==> config.mk <==
export PLATFORM = sky130hd
export DESIGN_NAME = otaa_join_sequencer_unit
export DESIGN_NICKNAME = d
export VERILOG_FILES = /design/src/hw/rtl/otaa_pkg.sv /design/src/hw/rtl/otaa_cfg.sv /design/src/hw/rtl/otaa_step.sv /design/src/hw/rtl/otaa_join_sequencer_unit.sv
export SDC_FILE = /design/constraint.sdc
export NUM_CORES = 1
export LEC_CHECK = 0
export BUFFER_PORTS_ARGS = -buffer_cell sky130_fd_sc_hd__buf_4
export CAP_MARGIN = 20
export CORE_ASPECT_RATIO = 0.8
export CORE_MARGIN = 5
export CORE_UTILIZATION = 63
export CTS_CLUSTER_DIAMETER = 200
export DETAILED_ROUTE_END_ITERATION = 10
export PLACE_DENSITY_LB_ADDON = 0.15
export SLEW_MARGIN = 20
export SYNTH_ARGS = -nofsm -noshare
export SYNTH_HDL_FRONTEND = slang
export SYNTH_SLANG_ARGS = --single-unit
export TNS_END_PERCENT = 100
==> constraint.sdc <==
create_clock -name clk -period 7.42 [get_ports clk]
set_input_delay 1.484 -clock clk [delete_from_list [all_inputs] [get_ports clk]]
set_output_delay 1.484 -clock clk [all_outputs]
set_load 0.01 [all_outputs]
==> src/hw/rtl/otaa_pkg.sv <==
`timescale 1ns / 1ps

package otaa_pkg;

  // Payload widths of the streaming channels
  localparam int unsigned IN_DATA_W  = 40;
  localparam int unsigned OUT_DATA_W = 16;
  localparam int unsigned CFG_IDX_W  = 3;
  localparam int unsigned CFG_DATA_W = 31;

  // Join watchdog and retry wait after a watchdog expiry, in milliseconds
  localparam logic [31:0] JOIN_TIMEOUT = 32'd20000;
  localparam logic [31:0] RETRY_DELAY  = 32'd5000;

  // Fixed waits of the sequence, in milliseconds
  localparam logic [31:0] SHORT_WAIT   = 32'd300;
  localparam logic [31:0] LONG_WAIT    = 32'd500;
  localparam logic [31:0] JOINED_WAIT  = 32'd10000;
  localparam logic [31:0] FAIL_WAIT    = 32'd5000;

  // Configuration register indexes
  localparam logic [CFG_IDX_W-1:0] REG_UPLINK_PERIOD = 3'd0;
  localparam logic [CFG_IDX_W-1:0] REG_STARTUP_DELAY = 3'd1;
  localparam logic [CFG_IDX_W-1:0] REG_DEV_ID        = 3'd2;
  localparam logic [CFG_IDX_W-1:0] REG_APP_ID        = 3'd3;
  localparam logic [CFG_IDX_W-1:0] REG_KEY           = 3'd4;

  // Sequence steps
  localparam logic [3:0] STEP_PING    = 4'd0;
  localparam logic [3:0] STEP_VERSION = 4'd1;
  localparam logic [3:0] STEP_MODE    = 4'd2;
  localparam logic [3:0] STEP_REGION  = 4'd3;
  localparam logic [3:0] STEP_DEVID   = 4'd4;
  localparam logic [3:0] STEP_APPID   = 4'd5;
  localparam logic [3:0] STEP_KEY     = 4'd6;
  localparam logic [3:0] STEP_JOIN    = 4'd7;
  localparam logic [3:0] STEP_JOINED  = 4'd8;

  typedef enum logic [3:0] {
    CMD_NONE    = 4'd0,
    CMD_PING    = 4'd1,
    CMD_VERSION = 4'd2,
    CMD_MODE    = 4'd3,
    CMD_REGION  = 4'd4,
    CMD_DEVID   = 4'd5,
    CMD_APPID   = 4'd6,
    CMD_KEY     = 4'd7,
    CMD_JOIN    = 4'd8,
    CMD_UPLINK  = 4'd9
  } cmd_t;

  typedef struct packed {
    logic [30:0] uplink_period;
    logic [30:0] startup_delay;
    logic        dev_id_present;
    logic        app_id_present;
    logic        key_present;
  } cfg_t;

  typedef struct packed {
    logic        running;
    logic [3:0]  step_index;
    logic [31:0] next_action_time;
    logic [31:0] join_deadline;
    logic [31:0] last_uplink_time;
    logic        joined_flag;
  } seq_state_t;

  typedef struct packed {
    logic        mode;
    logic [31:0] now_time;
    logic        join_ok;
    logic        join_fail;
    logic        link_accepts;
  } seq_in_t;

  typedef struct packed {
    cmd_t       command;
    logic       is_joined;
    logic [3:0] phase;
  } seq_out_t;

  // Step that follows the region step or one of the optional identity steps.
  function automatic logic [3:0] after_region(input logic [3:0] from, input cfg_t c);
    logic [3:0] nxt;
    if (from < STEP_DEVID && c.dev_id_present) begin
      nxt = STEP_DEVID;
    end else if (from < STEP_APPID && c.app_id_present) begin
      nxt = STEP_APPID;
    end else if (from < STEP_KEY && c.key_present) begin
      nxt = STEP_KEY;
    end else begin
      nxt = STEP_JOIN;
    end
    return nxt;
  endfunction

  // A deadline is reached when (now - deadline) mod 2^32 is below 2^31.
  function automatic logic reached(input logic [31:0] now, input logic [31:0] due);
    logic [31:0] diff;
    diff = now - due;
    return ~diff[31];
  endfunction

endpackage

==> src/hw/rtl/otaa_cfg.sv <==
`timescale 1ns / 1ps

module otaa_cfg (
  input  logic                               clk,
  input  logic                               rst_n,
  input  logic                               cfg_valid,
  output logic                               cfg_ready,
  input  logic [otaa_pkg::CFG_IDX_W-1:0]     cfg_index,
  input  logic [otaa_pkg::CFG_DATA_W-1:0]    cfg_data,
  output otaa_pkg::cfg_t                     cfg_o
);

  otaa_pkg::cfg_t cfg_r;
  otaa_pkg::cfg_t cfg_nxt;

  // Registers are plain flops, so a write is taken in every cycle.
  assign cfg_ready = 1'b1;
  assign cfg_o     = cfg_r;

  always_comb begin
    cfg_nxt = cfg_r;
    if (cfg_valid) begin
      unique case (cfg_index)
        otaa_pkg::REG_UPLINK_PERIOD: cfg_nxt.uplink_period  = cfg_data;
        otaa_pkg::REG_STARTUP_DELAY: cfg_nxt.startup_delay  = cfg_data;
        otaa_pkg::REG_DEV_ID:        cfg_nxt.dev_id_present = cfg_data[0];
        otaa_pkg::REG_APP_ID:        cfg_nxt.app_id_present = cfg_data[0];
        otaa_pkg::REG_KEY:           cfg_nxt.key_present    = cfg_data[0];
        default:                     cfg_nxt = cfg_r;
      endcase
    end
  end

  always_ff @(posedge clk) begin
    if (!rst_n) begin
      cfg_r.uplink_period  <= 31'd60000;
      cfg_r.startup_delay  <= '0;
      cfg_r.dev_id_present <= 1'b0;
      cfg_r.app_id_present <= 1'b0;
      cfg_r.key_present    <= 1'b0;
    end else begin
      cfg_r <= cfg_nxt;
    end
  end

endmodule

==> src/hw/rtl/otaa_step.sv <==
`timescale 1ns / 1ps

module otaa_step (
  input  otaa_pkg::cfg_t       cfg_i,
  input  otaa_pkg::seq_state_t st_i,
  input  otaa_pkg::seq_in_t    item_i,
  output otaa_pkg::seq_state_t st_o,
  output otaa_pkg::seq_out_t   res_o
);

  // A wait that was just restarted from now is due only if the wait is zero.
  localparam logic RETRY_DUE = (otaa_pkg::RETRY_DELAY == 32'd0);
  localparam logic FAIL_DUE  = (otaa_pkg::FAIL_WAIT == 32'd0);

  logic [31:0] now;
  logic [31:0] t_start, t_short, t_long, t_joined, t_watch, t_retry, t_fail;
  logic [31:0] since_uplink;
  logic        act_due, wd_fire, uplink_due, due;
  logic [3:0]  s;
  otaa_pkg::cmd_t cmd;

  assign now          = item_i.now_time;
  assign t_start      = now + {1'b0, cfg_i.startup_delay};
  assign t_short      = now + otaa_pkg::SHORT_WAIT;
  assign t_long       = now + otaa_pkg::LONG_WAIT;
  assign t_joined     = now + otaa_pkg::JOINED_WAIT;
  assign t_watch      = now + otaa_pkg::JOIN_TIMEOUT;
  assign t_retry      = now + otaa_pkg::RETRY_DELAY;
  assign t_fail       = now + otaa_pkg::FAIL_WAIT;
  assign since_uplink = now - st_i.last_uplink_time;
  assign act_due      = otaa_pkg::reached(now, st_i.next_action_time);
  assign uplink_due   = since_uplink >= {1'b0, cfg_i.uplink_period};
  assign wd_fire      = (st_i.step_index == otaa_pkg::STEP_JOINED) && !st_i.joined_flag &&
                        (st_i.join_deadline != 32'd0) &&
                        otaa_pkg::reached(now, st_i.join_deadline);

  always_comb begin
    st_o = st_i;
    cmd  = otaa_pkg::CMD_NONE;
    due  = act_due;
    s    = st_i.step_index;
    if (item_i.mode) begin
      st_o.running          = 1'b1;
      st_o.next_action_time = t_start;
      st_o.last_uplink_time = '0;
      st_o.step_index       = otaa_pkg::STEP_PING;
      st_o.joined_flag      = 1'b0;
    end else if (st_i.running) begin
      if (wd_fire) begin
        st_o.join_deadline    = '0;
        st_o.step_index       = otaa_pkg::STEP_JOIN;
        st_o.next_action_time = t_retry;
        due                   = RETRY_DUE;
      end
      if (item_i.join_fail && !item_i.join_ok) begin
        st_o.joined_flag      = 1'b0;
        st_o.join_deadline    = '0;
        st_o.step_index       = otaa_pkg::STEP_JOIN;
        st_o.next_action_time = t_fail;
        due                   = FAIL_DUE;
      end
      if (item_i.join_ok) begin
        st_o.joined_flag   = 1'b1;
        st_o.join_deadline = '0;
        st_o.step_index    = otaa_pkg::STEP_JOINED;
      end
      s = st_o.step_index;
      if (due && s <= otaa_pkg::STEP_JOIN) begin
        cmd = otaa_pkg::cmd_t'(s + 4'd1);
        if (item_i.link_accepts) begin
          if (s <= otaa_pkg::STEP_MODE) begin
            st_o.step_index       = s + 4'd1;
            st_o.next_action_time = t_short;
          end else if (s <= otaa_pkg::STEP_KEY) begin
            st_o.step_index       = otaa_pkg::after_region(s, cfg_i);
            st_o.next_action_time = t_long;
          end else begin
            st_o.step_index       = otaa_pkg::STEP_JOINED;
            st_o.next_action_time = t_joined;
            st_o.join_deadline    = t_watch;
          end
        end
      end
      if (st_o.joined_flag && cmd == otaa_pkg::CMD_NONE && uplink_due) begin
        cmd = otaa_pkg::CMD_UPLINK;
        if (item_i.link_accepts) begin
          st_o.last_uplink_time = now;
        end
      end
    end
  end

  assign res_o.command   = cmd;
  assign res_o.is_joined = st_o.joined_flag;
  assign res_o.phase     = st_o.step_index;

endmodule

==> src/hw/rtl/otaa_join_sequencer_unit.sv <==
`timescale 1ns / 1ps
// Pipeline: a transaction accepted on the input is held in the input register, then moves
// on into the result register, from which the output side takes it; a stalled output
// backs up into the input register.
// Throughput: one transaction per cycle, limited only by the output side's tready.
// Reset: synchronous, active low; clears the sequencer state, both pipeline stages and
// returns the configuration registers to their documented reset values.

module otaa_join_sequencer_unit (
  input  logic                               clk,
  input  logic                               rst_n,

  // Input stream.
  input  logic                               in_tvalid,
  output logic                               in_tready,
  // [31:0] now_time, [32] join_ok, [33] join_fail, [34] link_accepts, [39:35] zero
  input  logic [otaa_pkg::IN_DATA_W-1:0]     in_tdata,
  // [0] mode: 0 tick, 1 start managed join
  input  logic                               in_tuser,

  // Result stream.
  output logic                               out_tvalid,
  input  logic                               out_tready,
  // [3:0] command, [4] is_joined, [8:5] phase, [15:9] zero
  output logic [otaa_pkg::OUT_DATA_W-1:0]    out_tdata,

  // Configuration write channel.
  input  logic                               cfg_valid,
  output logic                               cfg_ready,
  input  logic [otaa_pkg::CFG_IDX_W-1:0]     cfg_index,
  input  logic [otaa_pkg::CFG_DATA_W-1:0]    cfg_data
);

  otaa_pkg::cfg_t       cfg;
  otaa_pkg::seq_state_t st_r, st_nxt;
  otaa_pkg::seq_in_t    item_r, item_nxt;
  otaa_pkg::seq_out_t   res, res_r;
  logic                 item_valid_r, item_valid_nxt;
  logic                 out_valid_r, out_valid_nxt;
  logic                 in_take, advance;

  otaa_cfg u_cfg (
    .clk       (clk),
    .rst_n     (rst_n),
    .cfg_valid (cfg_valid),
    .cfg_ready (cfg_ready),
    .cfg_index (cfg_index),
    .cfg_data  (cfg_data),
    .cfg_o     (cfg)
  );

  // The input register holds one transaction. It moves on into the result register
  // whenever that register is empty or being drained this cycle, so a stalled output
  // only backs up into the input stage and the state is updated exactly once per item.
  assign advance   = item_valid_r && (!out_valid_r || out_tready);
  assign in_tready = !item_valid_r || advance;
  assign in_take   = in_tvalid && in_tready;

  always_comb begin
    item_nxt.mode         = in_tuser;
    item_nxt.now_time     = in_tdata[31:0];
    item_nxt.join_ok      = in_tdata[32];
    item_nxt.join_fail    = in_tdata[33];
    item_nxt.link_accepts = in_tdata[34];
  end

  always_comb begin
    if (in_take) begin
      item_valid_nxt = 1'b1;
    end else if (advance) begin
      item_valid_nxt = 1'b0;
    end else begin
      item_valid_nxt = item_valid_r;
    end

    if (advance) begin
      out_valid_nxt = 1'b1;
    end else if (out_tready) begin
      out_valid_nxt = 1'b0;
    end else begin
      out_valid_nxt = out_valid_r;
    end
  end

  // All sequencing decisions for one tick are made here, against the state left by the
  // previous tick. The new state is committed in the same cycle the result is captured.
  otaa_step u_step (
    .cfg_i  (cfg),
    .st_i   (st_r),
    .item_i (item_r),
    .st_o   (st_nxt),
    .res_o  (res)
  );

  always_ff @(posedge clk) begin
    if (!rst_n) begin
      item_valid_r <= 1'b0;
      out_valid_r  <= 1'b0;
      st_r         <= '0;
    end else begin
      item_valid_r <= item_valid_nxt;
      out_valid_r  <= out_valid_nxt;
      if (advance) begin
        st_r <= st_nxt;
      end
    end
  end

  // Payload registers carry no reset.
  always_ff @(posedge clk) begin
    if (in_take) begin
      item_r <= item_nxt;
    end
    if (advance) begin
      res_r <= res;
    end
  end

  assign out_tvalid = out_valid_r;
  assign out_tdata  = {7'd0, res_r.phase, res_r.is_joined, res_r.command};

endmodule

Yosys cells after proc, flatten, opt, wreduce, memory -nomap -nowiden
Index checks and enable logic that the tools add are counted.

Flip-flop bits (word level): 214. Input bits: 80. Output and inout bits: 19. Logic and storage cells: 123.

$add $sub $neg: 10. $lt $le $gt $ge: 7. Equality and inequality tests: 5. Multiplexer cells: 38. Bitwise logic cells: 4. Reduce and logical (&&, ||, !) cells: 37.

Operator list (count): $mux 68 (6); $mux 32 (5); $mux 36 (3); $mux 101 (1); $sub 32x32->32 (3); $add 32x9->32 const B (2); $mux 4 (9); $mux 33 (1); $add 32x13->32 const B (1); $add 32x14->32 const B (1); $add 32x15->32 const B (1); $add 32x31->32 (1); $ge 32x31->1 (1); $reduce_bool 32->1 (1); $reduce_and 2->1 (7); $mux 1 (13); $logic_and 1x1->1 (12); $lt 4x3->1 const B (3); $reduce_bool 2->1 (5); $le 4x3->1 const B (2); $eq 3x2->1 const B (2); $add 4x1->4 const B (1); $eq 4x4->1 const B (1); $le 4x2->1 const B (1); 11 further kinds (18).

Depth between registers and ports, before layout
Gate-level depths: netlist of the first run.

Word-level depth: 22. Depth in mapped cells: 26. Depth with buffers taken out: 25.

Cells and area by module
From an unflattened synthesis of the first run, not the netlist that was laid out.

Cells, all modules: 2315. Area total of the unflattened synthesis: 18645.4 um^2.

By module, submodules not included: otaa_step (times used 1, cells each 1552, area an instance 10461.3 um^2, sequential area each 0.0 um^2); otaa_join_sequencer_unit (times used 1, cells each 505, area an instance 5581.6 um^2, sequential area each 3433.3 um^2); otaa_cfg (times used 1, cells each 258, area an instance 2602.5 um^2, sequential area each 1301.2 um^2).

Worst setup path after synthesis of the first run
Ideal clock, no wire load.

Path kind: register -> register. Start: register item_r[3] in the netlist's numbering. End: register st_r[10] in the netlist's numbering. Library setup time: 0.117 ns. Arrival: 5.132 ns. Required time: 7.303 ns. Path slack: 2.171 ns. Cell stages (with the launch flop): 26. Path buffers: 1. Clock period less this slack: 5.249 ns. Cells stage by stage: edfxtp_1 inv_1 ha_1 inv_1 fa_1 a21o_1 a21oi_1 o21a_1 o21ai_1 a41o_1 a41o_1 o41ai_2 o21ai_1 xnor2_1 ha_1 a21o_1 a211o_1 a2111oi_0 o221ai_1 a41oi_1 o2111ai_1 a21oi_1 a2111o_1 nor2_2 buf_2 a22o_1.

Cells in the longest elaborated chain, start to end: 20. Elaborated cells between the ends (all ways): 29. Classes of those cells: 4 x add/sub; 2 x order compare; 14 x mux; 2 x bitwise; 7 x reduce/logical.

Ends and longest elaborated chain: start: declaration (line otaa_join_sequencer_unit.sv:36) `otaa_pkg::seq_in_t item_r, item_nxt;`; start signal: assignment (line otaa_join_sequencer_unit.sv:112) `item_r <= item_nxt;`; $sub 32x32->32 (line otaa_pkg.sv:101) `diff = now - due;`; $not 1->1 (line otaa_pkg.sv:102) `return ~diff[31];`; $logic_and 1x1->1 (line otaa_step.sv:34) `(st_i.join_deadline != 32'd0) &&`; $mux 68 (line otaa_step.sv:49) `if (wd_fire) begin`; $mux 68 (line otaa_step.sv:55) `if (item_i.join_fail && !item_i.join_ok) begin`; $mux 68 (line otaa_step.sv:48) `end else if (st_i.running) begin`; $mux 68 (line otaa_step.sv:42) `if (item_i.mode) begin`; $mux 4 (line otaa_step.sv:62) `if (item_i.join_ok) begin`; (+4 left out); $mux 4 (line otaa_step.sv:68) `if (due && s <= otaa_pkg::STEP_JOIN) begin`; $mux 4 (line otaa_step.sv:48); $mux 4 (line otaa_step.sv:42); $logic_not 4->1 (line otaa_step.sv:84) `if (st_o.joined_flag && cmd == otaa_pkg::CMD_NONE && uplink_due) begin`; $logic_and 1x1->1 (line otaa_step.sv:84); $logic_and 1x1->1 * (line otaa_step.sv:84); $reduce_bool 2->1 (no line) *; $reduce_and 4->1 (no line) *; end signal: assignment (line otaa_join_sequencer_unit.sv:104) `st_r <= st_nxt;`; end: declaration (line otaa_join_sequencer_unit.sv:35) `otaa_pkg::seq_state_t st_r, st_nxt;`.

Mark *: on every way between the ends. The rest lies on a longest branch, timed or not. The select of a mux whose other input is x is not followed. A chain may end at the register's enable or synchronous reset.

Worst setup path after layout of the first run
Start: register item_r[3] in the netlist's numbering. End: register st_r[27] in the netlist's numbering.

Same word-level chain as after synthesis.

==> metrics.md, run 1 <==
| Metric | Value |
|---|---|
| Mapped cell area | `approximately 16000 um2` |
| Switching Power | `roughly 890 uW` |
| Final Hold Fails | `0` |
| DP HPWL | `approximately 34000 um` |
| RSZ-0062 raised after global routing | `no` |
| Fin area | `17700 um2` |
| Setup_tns | `0 ns` |
| Max-cap check violation count | `0` |
| Sw frac | `0.284` |
| CP delay by family, top | `compound AO/OA/AOI/OAI gates` |
| Largest net degree at the start of global routing | `between 80 and 90` |
| Crit end category | `flip-flop` |
| Post-synth EDFFs | `45` |
| Power, Total | `3.15 mW` |
| Vias per cell | `~6.3` |
| Initial antenna violation count | `0` |
| Critical Path Sink | `st_r[27]` |
| Count of buffers from port buffering | `85` |
| Total Routed Length | `approximately 47000 um` |
| DR iter-0 viols | `approximately 1.5k` |
| Die width | `188 um` |
| Power Dens Cells | `roughly 180 nW/um2` |
| # nets final | `between 2k and 2.5k` |
| Worst setup path startpoint | `item_r[3]` |
| Worst path slowest cell | `a2111oi_0` |
| Share of cells above drive strength 1 | `0.0965` |
| Synthesis-to-finish area growth | `11.3%` |
| FF-to-FF Start | `item_r[3]` |
| Max VDD drop | `~0.00016 V` |
| Clock Skews | `between 0.01 and 0.015 ns` |
| Core area | `between 20000 and 30000 um2` |
| HP Class | `reg2reg` |
| RR Endpoint | `st_r[27]` |
| GR Util All Layers | `0.312` |
| Async set-or-reset flop fraction in the synthesized netlist | `0` |
| Bufs on Longest Clock Path | `3` |
| Worst path bufs/invs | `4` |
| Avg Synthesized Cell Area | `slightly above 8 um2` |
| Setup Buffers After CTS | `0` |
| Yosys reg bits | `between 200 and 250` |
| CTS Buf Count | `24` |
| Synth Instances | `1963` |
| Max Transition Viols Final | `0` |
| Clock Latency Late Sink | `roughly 0.53 ns` |
| Initial Util | `0.633` |
| Vias in the first global route | `roughly 14k` |
| Cell Rows | `52` |
| I/O pins | `99` |
| Clk pwr share | `0.414` |
| First-pass GRT wire length | `roughly 74000 um` |
| Leak | `7.04 nW` |
| CP Launch Type | `flip-flop` |
| CP max stage delay | `0.51 ns` |
| Hold-fix buffers at CTS | `0` |
| Congestion Overflow GR | `0` |
| R2R depth | `26` |
| Die height | `152 um` |
| Synth warn | `0` |
| Final min period | `approximately 6.7 ns` |
| Slew HR | `0.260` |
| Tcrit/Tclk final | `0.903` |
| Final setup vio count | `0` |
| H-tree levels | `1` |
| Via count | `14.9k` |
| Sequential cell area fraction in the yosys report | `0.298` |
| Post-CTS Resized | `0` |
| Wire length per cell | `approximately 20 um` |
| Crit-path max FO | `32` |
| Antenna Violating Nets Remaining | `0` |
| Primary FF master, synth | `dfxtp_1` |
| Int Pwr | `~2.3 mW` |
| CTS tree | `done` |
| Cell depth of the worst setup path | `26` |
| Placed Area | `~17000 um2` |
| Part of the power in combinational logic | `0.189` |
| Final GP Congestion | `about 0.98` |
| Clock-pin slew on the worst setup and hold paths | `approximately 0.060 ns` |
| CTS Root Buffer Type | `clkbuf_16` |
| CP Class | `reg2reg` |
| F_max | `about 150 MHz` |
| Drt drc | `0` |
| Die ar. | `about 29000 um2` |
| Clock sinks | `around 210` |
| CP Data Required Time | `between 7 and 8 ns` |
| Library cells used by synthesis | `between 80 and 90` |
| Flop-to-flop setup slack | `a little over 0.7 ns` |
| Sequential power share | `0.398` |
| Pre-Repair DR Iteration Count | `6` |
| ANT cells | `0` |
| Crit path DAT | `between 7 and 8 ns` |
| Slew of the pin with the lowest slew margin | `between 1 and 1.5 ns` |
| Status | `complete, no violations` |
-- worst min path at each step --
stage,end,depth (start not counted),from
after floorplan,st_r[10],1,st_r[10]
after global placement,u_cfg.cfg_o[38],2,u_cfg.cfg_o[38]
after detailed placement,st_r[3],1,st_r[3]
after CTS,u_cfg.cfg_o[53],2,u_cfg.cfg_o[53]
after global routing,u_cfg.cfg_o[56],2,u_cfg.cfg_o[56]
final,u_cfg.cfg_o[64],2,u_cfg.cfg_o[64]
-- layer usage --
layer	vias up	track usage	wire [um]
li1	7147	-	-
met5	-	0	0
met4	0	0.119	2100
met3	108	0.0732	4340
met2	643	0.481	20100
met1	7040	0.427	20000
-- placed cells by master (no fill, tap or decap), types with 50 or more instances in the layout --
cell	instances
a21o_1	50
dfxtp_1	169
inv_1	158
nor2_1	116
o21ai_0	85
a22o_1	65
nand2_1	248
a21boi_0	57
a21oi_1	123
ha_1	167
xnor2_1	72
buf_4	131
-- cell usage after synthesis, drive strengths merged (29+ instances only) --
| cell type | count | area, um2 |
|---|---|---|
| a21boi | 58 | 435 |
| a21o | 50 | 375 |
| a21oi | 123 | 616 |
| a22o | 65 | 569 |
| a31oi | 29 | 181 |
| clkbuf | 86 | 324 |
| dfxtp | 169 | 3380 |
| edfxtp | 45 | 1350 |
| ha | 167 | 2090 |
| inv | 159 | 597 |
| nand2 | 248 | 931 |
| nand3 | 43 | 215 |
| nor2 | 120 | 453 |
| o211ai | 32 | 245 |
| o21ai | 97 | 485 |
| xnor2 | 72 | 631 |
| xor2 | 42 | 368 |
-- power groups by stage --
stage	sequential (mW)	clock, mW	combinational (mW)
6_report	1.25	1.30	0.594
3_5_place_dp	1.28	0	0.576
4_1_cts	1.25	1.32	0.582
3_3_place_gp	1.28	0	0.561
5_1_grt	1.25	1.37	0.655
2_1_floorplan	1.27	0	0.402
-- through the flow --
step                      setup slack [ns]  hold WS (ns)  cells   util
after floorplan                       2.17         0.442   1969      -
after global placement               0.985         0.452   2310  0.671
after detailed placement             0.845         0.456   2311  0.671
after CTS                            0.805         0.471   2355  0.705
after global routing                 0.295         0.492   2355  0.705
final                                0.723         0.470   2355  0.705
-- cell type report --
cell class,instances,area [um2]
Inverter,159,597
Multi-Input combinational cell,1482,10100
Timing Repair Buffer,132,987
Clock inverter,9,150
Tap cell,324,405
Sequential cell,214,4730
Fill cell,2046,7400
Clock buffer,35,703
-- flip-flops by register name (all words and copies together), names as in the netlist --
| name | cells |
|---|---|
| item_r | 36 |
| item_valid_r | 1 |
| out_tdata | 9 |
| out_tvalid | 1 |
| st_r | 102 |
| u_cfg.cfg_o | 65 |
-- worst register-to-register path, stage by stage, from the launching register on --
cell       delay [ns]
edfxtp_1         0.46
inv_1            0.09
ha_1             0.16
inv_1            0.06
fa_1             0.41
a21o_1           0.17
a21oi_1          0.28
o21a_1           0.20
o21ai_1          0.18
a41o_1           0.30
a41o_1           0.28
o41ai_2          0.37
o21ai_1          0.20
xnor2_1          0.17
ha_1             0.29
a21o_1           0.18
a211o_1          0.30
a2111oi_0        0.51
o221ai_1         0.23
a41oi_1          0.37
o2111ai_1        0.19
a21oi_1          0.14
buf_4            0.17
a2111o_1         0.22
a31o_2           0.18
buf_4            0.33
a22o_1           0.21
-- cell families (layout without fill, tap and decap cells) --
logic type               Yosys count  count (layout)  share of synthesized area
multiplexers                      14              14                    0.00905
other                              2               8                   0.000472
AO/OA/AOI/OAI                    613             613                      0.267
buffers and inverters            273             335                     0.0686
adder cells (fa/ha/maj)          169             169                      0.134
AND/OR/NAND/NOR                  564             564                      0.161
XOR/XNOR                         114             114                     0.0628
flip-flops                       214             214                      0.298
(Power assumes the default switching activity.)
==> inputs of run 2 (changes only) <==
PLACE_DENSITY = 0.82   (was unset)
PLACE_DENSITY_LB_ADDON = unset   (was 0.15)
==> run 2 against run 1 <==
Effect of this change: clock power is 5% lower; combinational power hardly changed; critical path depth is 1 lower; sequential power hardly changed; total power is 2.2% lower; cell area is 0.40% lower; register-to-register slack hardly changed; hold slack hardly changed; clock skew is 0.0069 ns higher.
==> metrics.md, run 2 (synthesized netlist as in run 1, its figures left out) <==
| Metric | Value |
|---|---|
| Wire length per cell | `between 15 and 20 um` |
| Bufs on Longest Clock Path | `3` |
| RSZ-0062 raised after global routing | `no` |
| Total Routed Length | `45500 um` |
| Core area | `between 20000 and 30000 um2` |
| Crit path DAT | `just over 7 ns` |
| Drt drc | `0` |
| CP Launch Type | `flip-flop` |
| Die width | `roughly 190 um` |
| Commonest non-fill, non-tap cell in the layout | `nand2_1` |
| R2R depth | `25` |
| Crit end category | `flip-flop` |
| Initial Util | `0.633` |
| GR Util All Layers | `0.302` |
| Setup Buffers After CTS | `0` |
| Flop-to-flop setup slack | `0.72 ns` |
| Leak | `approximately 7 nW` |
| Max-cap check violation count | `0` |
| Via count | `between 15k and 20k` |
| Initial antenna violation count | `0` |
| CTS tree | `done` |
| Max Transition Viols Final | `0` |
| Fill count | `2070` |
| Slew of the pin with the lowest slew margin | `about 1.2 ns` |
| H-tree levels | `1` |
| Clock Latency Late Sink | `~0.54 ns` |
| Post-CTS Resized | `0` |
| Share of cells above drive strength 1 | `0.0937` |
| HP Class | `reg2reg` |
| Synthesis-to-finish area growth | `10.9%` |
| Die height | `about 150 um` |
| Antenna Violating Nets Remaining | `0` |
| Setup_tns | `0 ns` |
| Crit-path max FO | `32` |
| Final Hold Fails | `0` |
| Pre-Repair DR Iteration Count | `6` |
| CP Class | `reg2reg` |
| F_max | `roughly 150 MHz` |
| Largest Register | `st_r` |
| DP HPWL | `approximately 34000 um` |
| Vias per cell | `between 6 and 7` |
| Max VDD drop | `0.000173 V` |
| Final GP Congestion | `around 0.95` |
| Final setup vio count | `0` |
| Clock sinks | `around 210` |
| Slew HR | `0.162` |
| DR iter-0 viols | `1683` |
| Tcrit/Tclk final | `0.903` |
| Power, Total | `roughly 3.1 mW` |
| Power Dens Cells | `between 150 and 200 nW/um2` |
| WHS Endpoint | `u_cfg.cfg_o[58]` |
| Vias in the first global route | `approximately 14k` |
| CP Data Required Time | `between 7 and 8 ns` |
| Most frequent cells in the layout | `nand2_1, dfxtp_1, ha_1` |
| Clock-pin slew on the worst setup and hold paths | `approximately 0.06 ns` |
| I/O pins | `around 100` |
| CTS Root Buffer Type | `clkbuf_16` |
| ANT cells | `0` |
| Status | `complete, no violations` |
| Cell Rows | `52` |
| First-pass GRT wire length | `72000 um` |
| RR Endpoint | `st_r[28]` |
| # nets final | `about 2.3k` |
| Die ar. | `28500 um2` |
| Count of buffers from port buffering | `between 80 and 90` |
| CTS Buf Count | `24` |
| Largest net degree at the start of global routing | `113` |
| Final min period | `6.70 ns` |
| Max reg flops | `just over 100` |
| Hold-fix buffers at CTS | `0` |
| Clock Skews | `~0.018 ns` |
| Congestion Overflow GR | `0` |
| Hold path depth | `2` |
| FF-to-FF Start | `item_r[3]` |
| Hold Path Origin | `u_cfg.cfg_o[58]` |
-- run 2: final cells by class --
type	instances	area [um2]	area share
tap	324	405	0.0230
sequential	214	4730	0.268
inverter	159	597	0.0338
timing repair buffer	129	968	0.0549
multi-input combinational	1482	10100	0.574
clock buffer	39	729	0.0414
clock inverter	5	77.6	0.00440
-- run 2: how the worst max path moves through the flow --
stage / endpoint / cells after the start / start / slack, ns
after detailed placement: st_r[28] / 25 / item_r[3] / 0.85
after global routing: st_r[16] / 25 / item_r[3] / 0.37
after global placement: st_r[31] / 25 / item_r[3] / 1.01
after CTS: st_r[28] / 25 / item_r[3] / 0.82
after floorplan: st_r[10] / 25 / item_r[3] / 2.17
final: st_r[28] / 25 / item_r[3] / 0.72
-- run 2: where the power goes --
part           internal [mW]  total, mW  switching, mW
Sequential              1.22       1.25         0.0294
Combinational          0.236      0.592          0.356
Clock                  0.740       1.24          0.496
-- run 2: critical path, stage by stage, from the launching register on --
cell and delay (ns):
edfxtp_1 0.40, inv_1 0.08, ha_1 0.17, inv_1 0.06, fa_1 0.40, a21o_1 0.18, a21oi_1 0.28, o21a_1 0.20
o21ai_1 0.20, a41o_1 0.32, a41o_1 0.27, o41ai_2 0.36, o21ai_1 0.20, a221oi_1 0.34, xnor2_1 0.16, ha_1 0.27
a21o_1 0.20, a2111oi_0 0.45, o221ai_1 0.20, a41oi_1 0.25, o2111ai_1 0.15, a21oi_1 0.52, a2111o_1 0.26, a31o_2 0.17
buf_4 0.34, a22o_1 0.20
-- run 2: through the flow --
step | util | std cells | area, um2 | setup WS, ns | hold slack [ns]
floorplan | - | 1969 | 15900 | 2.17 | 0.442
global placement | 0.670 | 2308 | 16800 | 1.01 | 0.455
detailed placement | 0.670 | 2308 | 16800 | 0.853 | 0.454
CTS | 0.702 | 2352 | 17600 | 0.820 | 0.471
global route | 0.702 | 2352 | 17600 | 0.367 | 0.491
finish | 0.702 | 2352 | 17600 | 0.722 | 0.470
-- run 2: layer usage --
metal  wire, um  track usage
met1      18900        0.411
met2      20300        0.481
met3       4570       0.0649
met4       1630       0.0968
met5         69       0.0184
